==> src/sv/labmr_pkg.sv <==
// Shared constants, codes and types for the angular min-range binning block.
package labmr_pkg;

    localparam int NUM_BINS = 629;
    localparam int BIN_W = 10;
    localparam int ANGLE_W = 19;
    localparam int DIST_W = 16;
    localparam int STR_W = 8;
    localparam int SHIFT_W = 20;
    localparam int SCALE_W = 23;
    localparam int PROD_W = SHIFT_W + SCALE_W;
    localparam int FRAC_W = 32;

    localparam logic [ANGLE_W-1:0] HALF_TURN_MDEG = ANGLE_W'(180000);
    // round(pi / 1800 * 2^32), unsigned Q0.32
    localparam logic [SCALE_W-1:0] BIN_SCALE = SCALE_W'(7496132);
    localparam logic [BIN_W-1:0] LAST_BIN = BIN_W'(NUM_BINS - 1);

    localparam int QDEPTH = 4;
    localparam int QPTR_W = $clog2(QDEPTH);
    localparam int QCNT_W = $clog2(QDEPTH + 1);

    localparam logic CMD_ACC = 1'b0;
    localparam logic CMD_READ = 1'b1;

    typedef struct packed {
        logic              cmd;
        logic [BIN_W-1:0]  bin;
        logic [DIST_W-1:0] distance;
        logic [STR_W-1:0]  str;
    } item_t;

    typedef struct packed {
        logic              valid;
        logic [DIST_W-1:0] range_cm;
        logic [STR_W-1:0]  str;
    } entry_t;

    localparam int ENTRY_W = $bits(entry_t);

endpackage

==> src/sv/labmr_queue.sv <==
// Short item queue between the front end and the bin store.
module labmr_queue (
    input  logic                         clk,
    input  logic                         rst_n,
    input  logic                         push,
    input  labmr_pkg::item_t             push_item,
    input  logic                         pop,
    output labmr_pkg::item_t             head,
    output logic                         empty,
    output logic [labmr_pkg::QCNT_W-1:0] count
);

    labmr_pkg::item_t                slots [labmr_pkg::QDEPTH];
    logic [labmr_pkg::QPTR_W-1:0]    wr_ptr_reg;
    logic [labmr_pkg::QPTR_W-1:0]    rd_ptr_reg;
    logic [labmr_pkg::QCNT_W-1:0]    count_reg;

    always_ff @(posedge clk or negedge rst_n)
    begin
        if (!rst_n)
        begin
            wr_ptr_reg <= '0;
            rd_ptr_reg <= '0;
            count_reg  <= '0;
        end
        else
        begin
            if (push)
            begin
                wr_ptr_reg <= wr_ptr_reg + labmr_pkg::QPTR_W'(1);
            end
            if (pop)
            begin
                rd_ptr_reg <= rd_ptr_reg + labmr_pkg::QPTR_W'(1);
            end
            if (push && !pop)
            begin
                count_reg <= count_reg + labmr_pkg::QCNT_W'(1);
            end
            else if (pop && !push)
            begin
                count_reg <= count_reg - labmr_pkg::QCNT_W'(1);
            end
        end
    end

    always_ff @(posedge clk)
    begin
        if (push)
        begin
            slots[wr_ptr_reg] <= push_item;
        end
    end

    assign head  = slots[rd_ptr_reg];
    assign empty = (count_reg == '0);
    assign count = count_reg;

endmodule

==> config.mk <==
export PLATFORM = sky130hd
export DESIGN_NAME = labmr_queue
export DESIGN_NICKNAME = d
export VERILOG_FILES = /design/src/sv/labmr_pkg.sv /design/src/sv/labmr_queue.sv
export SDC_FILE = /design/constraint.sdc
export NUM_CORES = 1
export LEC_CHECK = 0
export BUFFER_PORTS_ARGS = -buffer_cell sky130_fd_sc_hd__buf_4
export CAP_MARGIN = 20
export CORE_ASPECT_RATIO = 1.2
export CORE_MARGIN = 2
export CORE_UTILIZATION = 25
export CTS_CLUSTER_DIAMETER = 100
export CTS_CLUSTER_SIZE = 25
export DETAILED_ROUTE_END_ITERATION = 10
export HOLD_SLACK_MARGIN = 0.08
export SLEW_MARGIN = 10
export SYNTH_ARGS = -nofsm -noshare
export SYNTH_HDL_FRONTEND = slang
export SYNTH_SLANG_ARGS = --single-unit
==> constraint.sdc <==
create_clock -name clk -period 1.85 [get_ports clk]
set_clock_uncertainty 0.15 [all_clocks]
set_input_delay 0.2775 -clock clk [delete_from_list [all_inputs] [get_ports clk]]
set_output_delay 0.2775 -clock clk [all_outputs]
set_load 0.03 [all_outputs]
==> results.py <==
metrics = {
    "status": {
        "status": "complete, but fails checks",
        "violations": "setup timing",
    },
    "timing": {
        "worstMarginPinSlew_ns": 0.400,
        "hold_violations": 0,
        "finalSetupViolations": 35,
        "relSlewSlack_pct": 73.2,
        "holdWs_ns": 0.116,
        "layout_worst_path_cycle_share_pct": 119,
        "drv_slew": 0,
        "fin_crit_ns": 2.20,
        "fmax_mhz": 455,
        "setup_tns_ns": -10.89,
        "fin_ws_ns": -0.347,
        "rsz0062_at_grt": "yes",
    },
    "worst_setup_path": {
        "path_cells": "buf_12 > mux4_1 > buf_6",
        "reg2reg_to": "count[2]$_DFFE_PN0P_",
        "crit_buf_inv": 2,
        "slowest_stage": "mux4_1",
        "required_ns": 1.42,
        "start_kind": "flop",
        "crit_path_start": "rd_ptr_reg[0]$_DFFE_PN0P_",
        "criticalPathCategory": "flop to output pin",
        "endpoint_kind": "output pin",
        "r2r_setup_slack_ns": 0.25,
        "crit_fanout": 10,
        "critPathTopFamily": "multiplexers",
        "worstRegToRegCells": 4,
        "regToRegStartpoint": "count[0]$_DFFE_PN0P_",
        "critical-path-max-stage-delay_ns": 0.57,
        "arrival_ns": 1.77,
    },
    "global_routing": {
        "grt_max_degree": 36,
        "track_usage_pct": 9.52,
        "antenna_found_initial": 2,
        "grt_overflow_total": 0,
        "grt_pass1_vias": 2935,
        "grt_pass1_wl_mm": 16.3,
    },
    "routing": {
        "dr.pass1.iters": 4,
        "routedWlPerCell_um": 16.2,
        "num_vias": 2625,
        "route.detailed.drc": 0,
        "drt-initial-drc-count": 172,
        "viasPerCell": 4.10,
        "wirelength_mm": 10.4,
        "postRouteAntennaNets": 0,
    },
    "synthesis": {
        "yosys_warnings": 0,
        "ys_seq_area_share_pct": 79.7,
        "syn_area_mm2": 0.00549,
        "avgSynthCellArea_um2": 25.4,
        "synth_top_area_share_pct": 76.5,
        "syn_inst": 216,
        "synth-seq-cells": 147,
        "synth.largest_area_cell": "edfxtp_1",
        "ys_types": 18,
        "netlist_top_cells_area": "edfxtp_1, mux4_2, mux4_1, dfrtp_1, ha_1",
        "syn_nets": 261,
    },
    "placement": {
        "hpwl_mm": 6.16,
        "port_buffers": 77,
        "place_congestion": 0.636,
        "placed_area_mm2": 0.00650,
    },
    "hold_path": {
        "holdPathStages": 3,
        "min_path_type": "primary input to flop",
        "min_to": "count[0]$_DFFE_PN0P_",
        "min_from": "push",
    },
    "floorplanning": {
        "io_pins": 78,
        "coreArea_mm2": 0.0216,
        "rows": 59,
        "die_area_mm2": 0.0232,
        "fp.dieH_um": 166,
        "initial_core_util_pct": 25.4,
        "fp.dieW_um": 139,
    },
    "clocking": {
        "max-clock-path-buffers": 2,
        "clk_pin_slew_ns": 0.07,
        "clockRootBuffer": "clkbuf_16",
        "cts_tree": "done",
        "clkLatencyLatePin_ns": 0.43,
        "cts_sinks": 147,
        "cts_htree_levels": 4,
        "cts_buffers": 17,
    },
    "flow_run": {
        "cap_violations": 0,
    },
    "final_layout": {
        "drive_gt1_share_pct": 43.0,
        "fin_util_pct": 35.1,
        "fin_nets": 397,
        "final_cell_mix": "edfxtp_1, buf_4, dlygate4sd3_1",
        "area_growth_pct": 38.2,
        "largest_reg_flops": 140,
        "layout_commonest_cell": "edfxtp_1",
        "final_area_mm2": 0.00759,
    },
    "power_and_ir_drop": {
        "p_leak_nw": 2.65,
        "p_per_area_mw_per_mm2": 1680,
        "max-vdd-ir-drop_v": 0.000823,
    },
}
## cell families (layout without fill, tap and decap cells)
logic type	count (synthesis)	count (layout)	synth area share (%)
AO/OA/AOI/OAI	1	1	0.0910
XOR/XNOR	6	6	0.957
adder cells (fa/ha/maj)	6	6	1.50
buffers and inverters	12	161	1.94
flip-flops	147	147	79.7
multiplexers	36	36	15.0
other	0	1	0
AND/OR/NAND/NOR	8	8	0.752
## worst reg2reg max path, cell delays in order, from the launching register on
cell and delay, ns:
dfrtp_1 0.45, fa_1 0.45, xor2_1 0.17, nor2_1 0.13
xor2_1 0.18
## repair_timing
| item | 4_1_cts | 5_1_grt |
|---|---|---|
| endpoints found under the hold margin | 151 | 0 |
| setup buffers | 0 | 0 |
| hold buffers | 39 | 0 |
| resized for setup | 38 | 1 |
| endpoints found under the setup margin | 35 | 35 |
## how the worst max path moves through the flow
stage | end | slack (ns) | cells after the start
CTS | head[21] | -0.39 | 3
floorplan | empty | 0.15 | 1
finish | head[28] | -0.35 | 3
global route | head[21] | -0.42 | 3
global placement | head[30] | 0.03 | 3
detailed placement | count[2]$_DFFE_PN0P_ | 0.02 | 8
## metal layers
layer / track usage (%) / wire length, um
met1: 10.7 / 4270
met2: 16.1 / 5430
met3: 3.17 / 456
met4: 4.87 / 216
met5: 0 / 13
## synth_stat cells
cell type and instances:
edfxtp_1 140, mux4_2 28, dfrtp_1 7, mux4_1 7, ha_1 5, and2_1 4, buf_2 4, inv_1 4
xor2_1 4, buf_12 3, nand2_1 2, xnor2_1 2, buf_6 1, fa_1 1, mux2_2 1, nor2_1 1
nor3_1 1, o21ai_0 1
## layout make-up
class,count,area (um^2)
Inverter,4,15.0
Timing Repair Buffer,125,1270
Clock inverter,15,161
Antenna cell,1,2.50
Clock buffer,17,425
Tap cell,274,343
Multi-Input combinational cell,57,997
Fill cell,2004,14000
Sequential cell,147,4380
## power by group
group          internal (mW)  switching [mW]
registers               4.37           0.213
clock network           1.91            1.46
logic                   2.25            2.55
total                   8.53            4.22
## metrics by stage
| stage | instances | power [mW] | setup slack, ns |
|---|---|---|---|
| 2_1_floorplan | 216 | 7.49 | 0.150 |
| 3_3_place_gp | 568 | 9.00 | 0.0283 |
| 3_5_place_dp | 568 | 9.09 | 0.0221 |
| 4_1_cts | 639 | 13.0 | -0.388 |
| 5_1_grt | 639 | 13.3 | -0.423 |
| 6_report | 640 | 12.8 | -0.347 |
Note: power is estimated with default switching activity, not from simulation.
