$ cat src/sv/labmr_pkg.sv
// Shared constants, codes and types for the angular min-range binning block.
package labmr_pkg;

    localparam int NUM_BINS = 629;
    localparam int BIN_W = 10;
    localparam int ANGLE_W = 19;
    localparam int DIST_W = 16;
    localparam int STR_W = 8;
    localparam int SHIFT_W = 20;
    localparam int SCALE_W = 23;
    localparam int PROD_W = SHIFT_W + SCALE_W;
    localparam int FRAC_W = 32;

    localparam logic [ANGLE_W-1:0] HALF_TURN_MDEG = ANGLE_W'(180000);
    // round(pi / 1800 * 2^32), unsigned Q0.32
    localparam logic [SCALE_W-1:0] BIN_SCALE = SCALE_W'(7496132);
    localparam logic [BIN_W-1:0] LAST_BIN = BIN_W'(NUM_BINS - 1);

    localparam int QDEPTH = 4;
    localparam int QPTR_W = $clog2(QDEPTH);
    localparam int QCNT_W = $clog2(QDEPTH + 1);

    localparam logic CMD_ACC = 1'b0;
    localparam logic CMD_READ = 1'b1;

    typedef struct packed {
        logic              cmd;
        logic [BIN_W-1:0]  bin;
        logic [DIST_W-1:0] distance;
        logic [STR_W-1:0]  str;
    } item_t;

    typedef struct packed {
        logic              valid;
        logic [DIST_W-1:0] range_cm;
        logic [STR_W-1:0]  str;
    } entry_t;

    localparam int ENTRY_W = $bits(entry_t);

endpackage

$ cat src/sv/labmr_front.sv
// Front end: takes items, folds the angle and maps it to a bin.
module labmr_front (
    input  logic                             clk,
    input  logic                             rst_n,
    input  logic                             start,
    output logic                             busy,
    input  logic                             cmd,
    input  logic [labmr_pkg::ANGLE_W-1:0]    angle_mdeg,
    input  logic [labmr_pkg::DIST_W-1:0]     distance_cm,
    input  logic [labmr_pkg::STR_W-1:0]      strength,
    input  logic [labmr_pkg::BIN_W-1:0]      read_bin,
    input  logic                             clearing,
    input  logic [labmr_pkg::QCNT_W-1:0]     q_count,
    output logic                             push,
    output labmr_pkg::item_t                 push_item
);

    logic                              accept;
    logic                              v_reg;
    logic                              cmd_reg;
    logic [labmr_pkg::SHIFT_W-1:0]     s_reg;
    logic [labmr_pkg::SHIFT_W-1:0]     s_next;
    logic [labmr_pkg::DIST_W-1:0]      dist_reg;
    logic [labmr_pkg::STR_W-1:0]       str_reg;
    logic [labmr_pkg::BIN_W-1:0]       rbin_reg;
    logic [labmr_pkg::QCNT_W:0]        occ;
    logic [labmr_pkg::PROD_W-1:0]      prod;
    logic [labmr_pkg::PROD_W-labmr_pkg::FRAC_W-1:0] bin_raw;
    logic [labmr_pkg::BIN_W-1:0]       bin_sat;

    // queue slots already spoken for, including the item in this stage
    assign occ = {1'b0, q_count} + {{labmr_pkg::QCNT_W{1'b0}}, v_reg};
    assign busy = clearing || (occ >= (labmr_pkg::QCNT_W+1)'(labmr_pkg::QDEPTH));
    assign accept = start && !busy;

    always_comb
    begin
        if (angle_mdeg <= labmr_pkg::HALF_TURN_MDEG)
        begin
            s_next = labmr_pkg::SHIFT_W'(angle_mdeg)
                   + labmr_pkg::SHIFT_W'(labmr_pkg::HALF_TURN_MDEG);
        end
        else
        begin
            s_next = labmr_pkg::SHIFT_W'(angle_mdeg)
                   - labmr_pkg::SHIFT_W'(labmr_pkg::HALF_TURN_MDEG);
        end
    end

    always_ff @(posedge clk or negedge rst_n)
    begin
        if (!rst_n)
        begin
            v_reg <= 1'b0;
        end
        else
        begin
            v_reg <= accept;
        end
    end

    always_ff @(posedge clk)
    begin
        if (accept)
        begin
            cmd_reg  <= cmd;
            s_reg    <= s_next;
            dist_reg <= distance_cm;
            str_reg  <= strength;
            rbin_reg <= read_bin;
        end
    end

    assign prod = labmr_pkg::PROD_W'(s_reg) * labmr_pkg::PROD_W'(labmr_pkg::BIN_SCALE);
    assign bin_raw = prod[labmr_pkg::PROD_W-1:labmr_pkg::FRAC_W];

    always_comb
    begin
        if (bin_raw > ($bits(bin_raw))'(labmr_pkg::LAST_BIN))
        begin
            bin_sat = labmr_pkg::LAST_BIN;
        end
        else
        begin
            bin_sat = labmr_pkg::BIN_W'(bin_raw);
        end
    end

    assign push = v_reg;

    always_comb
    begin
        push_item.cmd      = cmd_reg;
        push_item.bin      = (cmd_reg == labmr_pkg::CMD_READ) ? rbin_reg : bin_sat;
        push_item.distance = dist_reg;
        push_item.str      = str_reg;
    end

endmodule

$ cat config.mk
export PLATFORM = sky130hd
export DESIGN_NAME = labmr_front
export DESIGN_NICKNAME = d
export VERILOG_FILES = /design/src/sv/labmr_pkg.sv /design/src/sv/labmr_front.sv
export SDC_FILE = /design/constraint.sdc
export NUM_CORES = 1
export LEC_CHECK = 0
export BUFFER_PORTS_ARGS = -buffer_cell sky130_fd_sc_hd__buf_4
export CAP_MARGIN = 25
export CORE_MARGIN = 1.5
export CORE_UTILIZATION = 30
export CTS_CLUSTER_SIZE = 30
export DETAILED_ROUTE_END_ITERATION = 10
export PLACE_DENSITY = 0.56
export REMOVE_ABC_BUFFERS = 1
export SLEW_MARGIN = 0
export SYNTH_ARGS = -nofsm -noshare
export SYNTH_HDL_FRONTEND = slang
export SYNTH_SLANG_ARGS = --single-unit
$ cat constraint.sdc
create_clock -name clk -period 9.2 [get_ports clk]
set_clock_uncertainty 0.1 [all_clocks]
set_input_delay 1.84 -clock clk [delete_from_list [all_inputs] [get_ports clk]]
set_output_delay 1.84 -clock clk [all_outputs]
set_load 0.01 [all_outputs]
==> impl_metrics.tcl <==
set metrics [dict create \
    ioPinCount 98 \
    final_common_cell "inv_1" \
    antenna_left 0 \
    dr.pass1.iters 6 \
    htreeDepth 2 \
    period_minus_slack_ps 8813 \
    synth_edf_count 55 \
    rsz0062_at_grt "no" \
    critPathKind "reg -> out" \
    antenna_cells 0 \
    cts_sinks 56 \
    ys_async_sr_fraction_pct 1.786 \
    whs_ps 838.7 \
    initial_core_util_pct 30.65 \
    hold_viol 0 \
    num_vias 6066 \
    place.gp.congestion 0.8865 \
    avgRoutedWirePerCell_um 16.07 \
    viasPerCell 4.602 \
    tritoncts "built" \
    die_x_um 174.9 \
    worstPathArrival_ps 6870 \
    syn_inst 837 \
    drc 0 \
    slew_violations 0 \
    port_buffers 97 \
    status "finished clean" \
    cp_data_required_time_ps 7260 \
    pre_cts_ws_ps 597.8 \
    n_fill_cell 2942 \
    min_from "push" \
    wl_um 21180 \
    hold_depth 2 \
    fin_crit_sh_pct 95.79 \
    relSlewSlack_pct 59.51 \
    synth_top_family_by_area "adder cells" \
    ys_types 60 \
    dr.first_iter.drc_count 282 \
    reg2reg_depth 3 \
    p_total_w 0.002232 \
    root_buffer "clkbuf_16" \
    tightest_slew_ps 606.0 \
    dieArea_sq_mm 0.03060 \
    leakage_nw 5.147 \
    r2r-start "push" \
    synth_compound_area_share_pct 8.663 \
    ys_seq_area_share_pct 18.91 \
    drv_cap 0 \
    synth-simple-area-share_pct 6.123 \
    placementRows 62 \
    antenna_found_initial 0 \
    ir_drop_mv 0.1244 \
    powerDensity_mw_per_mm2 218.3 \
    ys_warn_count 0 \
    worst_setup_path_start_kind "flip-flop" \
    grt_pass1_wl_um 33240 \
    dp.cells 1309 \
    fin_setup_tns_ps 0 \
    synthAdderAreaFrac_pct 53.44 \
    synth_xor_area_share_pct 2.666 \
    fin_cells 1318 \
    endpoint_kind "output pin" \
    cts.clk_slew.worst_paths_ps 80 \
    worst_slack_ps 387.0 \
    first_global_vias 6246 \
    startpoint "s_reg[8]" \
    setup_violations 0 \
    die_h_um 174.9 \
    fmax_ghz 0.1135 \
    groute.usage.overall_pct 14.06 \
    synth_ff_type "edfxtp_1" \
    dp_hpwl_um 18900 \
    drive_gt1_share_pct 13.28 \
    cts_buffers 5 \
    syn2layout_area_growth_pct 15.29 \
    cp_max_fo 7 \
    layout_common_cells "inv_1 (214), ha_1 (198), fa_1 (113), buf_4 (99), edfxtp_1 (55)" \
    nets 1305 \
    ys_ff_latch 56 \
    muxShareOfSynthArea_pct 0.4656 \
    grt-ovfl-total 0 \
    worstHoldPathType "reg -> reg" \
    clock_path_buffers 2 \
    syn_area_sq_mm 0.008869 \
    clk_latency_ps 310 \
    grt_max_degree 38 \
    largest_reg_flops 20 \
    coreArea_sq_mm 0.02894 \
    synth.avg_cell_area_sq_um 10.60 \
]
-- repair_timing --
action / CTS / global route
setup endpoints to repair: 0 / 7
gates resized for setup: 0 / 2
endpoints found under the hold margin: 0 / 0
buffers inserted: 0 / 0
hold buffers: 0 / 0
-- stage by stage --
| stage | area, sq um | util (%) |
|---|---|---|
| after floorplan | 8808 | - |
| after global placement | 10030 | 34.67 |
| after detailed placement | 10030 | 34.67 |
| after CTS | 10200 | 35.25 |
| after global routing | 10220 | 35.34 |
| final | 10220 | 35.34 |
-- logic make-up after synthesis --
group	Yosys count
AND/OR/NAND/NOR	100
adder cells (fa/ha/maj)	311
buffers and inverters	224
AO/OA/AOI/OAI	115
flip-flops	56
XOR/XNOR	27
multiplexers	4
-- power by group --
part / switching, W / total (W) / internal, W / leakage (nW)
clock network: 0.0000990 / 0.000229 / 0.000130 / 0.0815
registers: 0.00000875 / 0.000299 / 0.000290 / 0.520
logic: 0.000981 / 0.00170 / 0.000723 / 4.54
total: 0.00109 / 0.00223 / 0.00114 / 5.15
-- layer usage --
metal / GRT usage (%) / vias to the layer above / share of wire (%)
met1: 18.80 / 2933 / 46
met2: 24.06 / 127 / 49
met4: 4.238 / 0 / 2.1
met3: 1.305 / 26 / 2.9
met5: 0 / - / 0
li1: - / 2980 / -
-- area by class of cell --
| cell class | count | area [sq um] | share of cell area, % |
|---|---|---|---|
| clock buffers | 6 | 128.9 | 1.260 |
| clock inverters | 2 | 38.79 | 0.3793 |
| inverters | 214 | 803.3 | 7.856 |
| multi-input cells | 557 | 6354 | 62.14 |
| flip-flops and latches | 56 | 1677 | 16.40 |
| well taps | 384 | 480.5 | 4.699 |
| repair buffers | 99 | 743.2 | 7.269 |
-- worst max-delay path, cell delays in order (launching register included) --
cell and delay, ps:
edfxtp_1 530, fa_1 550, ha_1 340, inv_1 70, fa_1 520, inv_1 50
fa_1 470, inv_1 50, fa_1 520, inv_1 50, fa_1 470, ha_1 310
ha_1 350, a21o_1 190, a21o_1 180, a221o_1 380, a221oi_4 310, o21ai_2 140
a221oi_2 290, xor2_1 120, a21o_2 280, a32o_1 260, buf_4 140
-- worst paths after layout --
path                                 end  slack [ps]
setup / recovery           push_item[27]         390
hold / removal               dist_reg[7]         840
setup reg to reg                s_reg[4]        6910
hold reg to reg              dist_reg[7]         840
max in group asynchronous           push        7730
min in group asynchronous           push        1190
-- cells in the mapped netlist (all sizes together), types with 4 or more instances --
master | n | share of area, %
nor4 | 4 | 0.35
xnor2 | 20 | 2.0
nand2 | 25 | 1.1
clkbuf | 5 | 0.21
nor2b | 7 | 0.49
xor2 | 7 | 0.69
nor2 | 18 | 0.82
nand4 | 5 | 0.35
a21o | 9 | 0.79
and2 | 5 | 0.37
fa | 113 | 26
a32oi | 4 | 0.39
edfxtp | 55 | 19
o211ai | 5 | 0.42
o31ai | 8 | 0.68
o21ai | 22 | 1.3
ha | 198 | 28
nand3 | 6 | 0.34
inv | 214 | 9.1
a31oi | 7 | 0.49
buf | 4 | 0.35
and3 | 5 | 0.41
a21oi | 33 | 1.9
nor3 | 9 | 0.51
No activity file was read; power rests on OpenSTA's default activity.
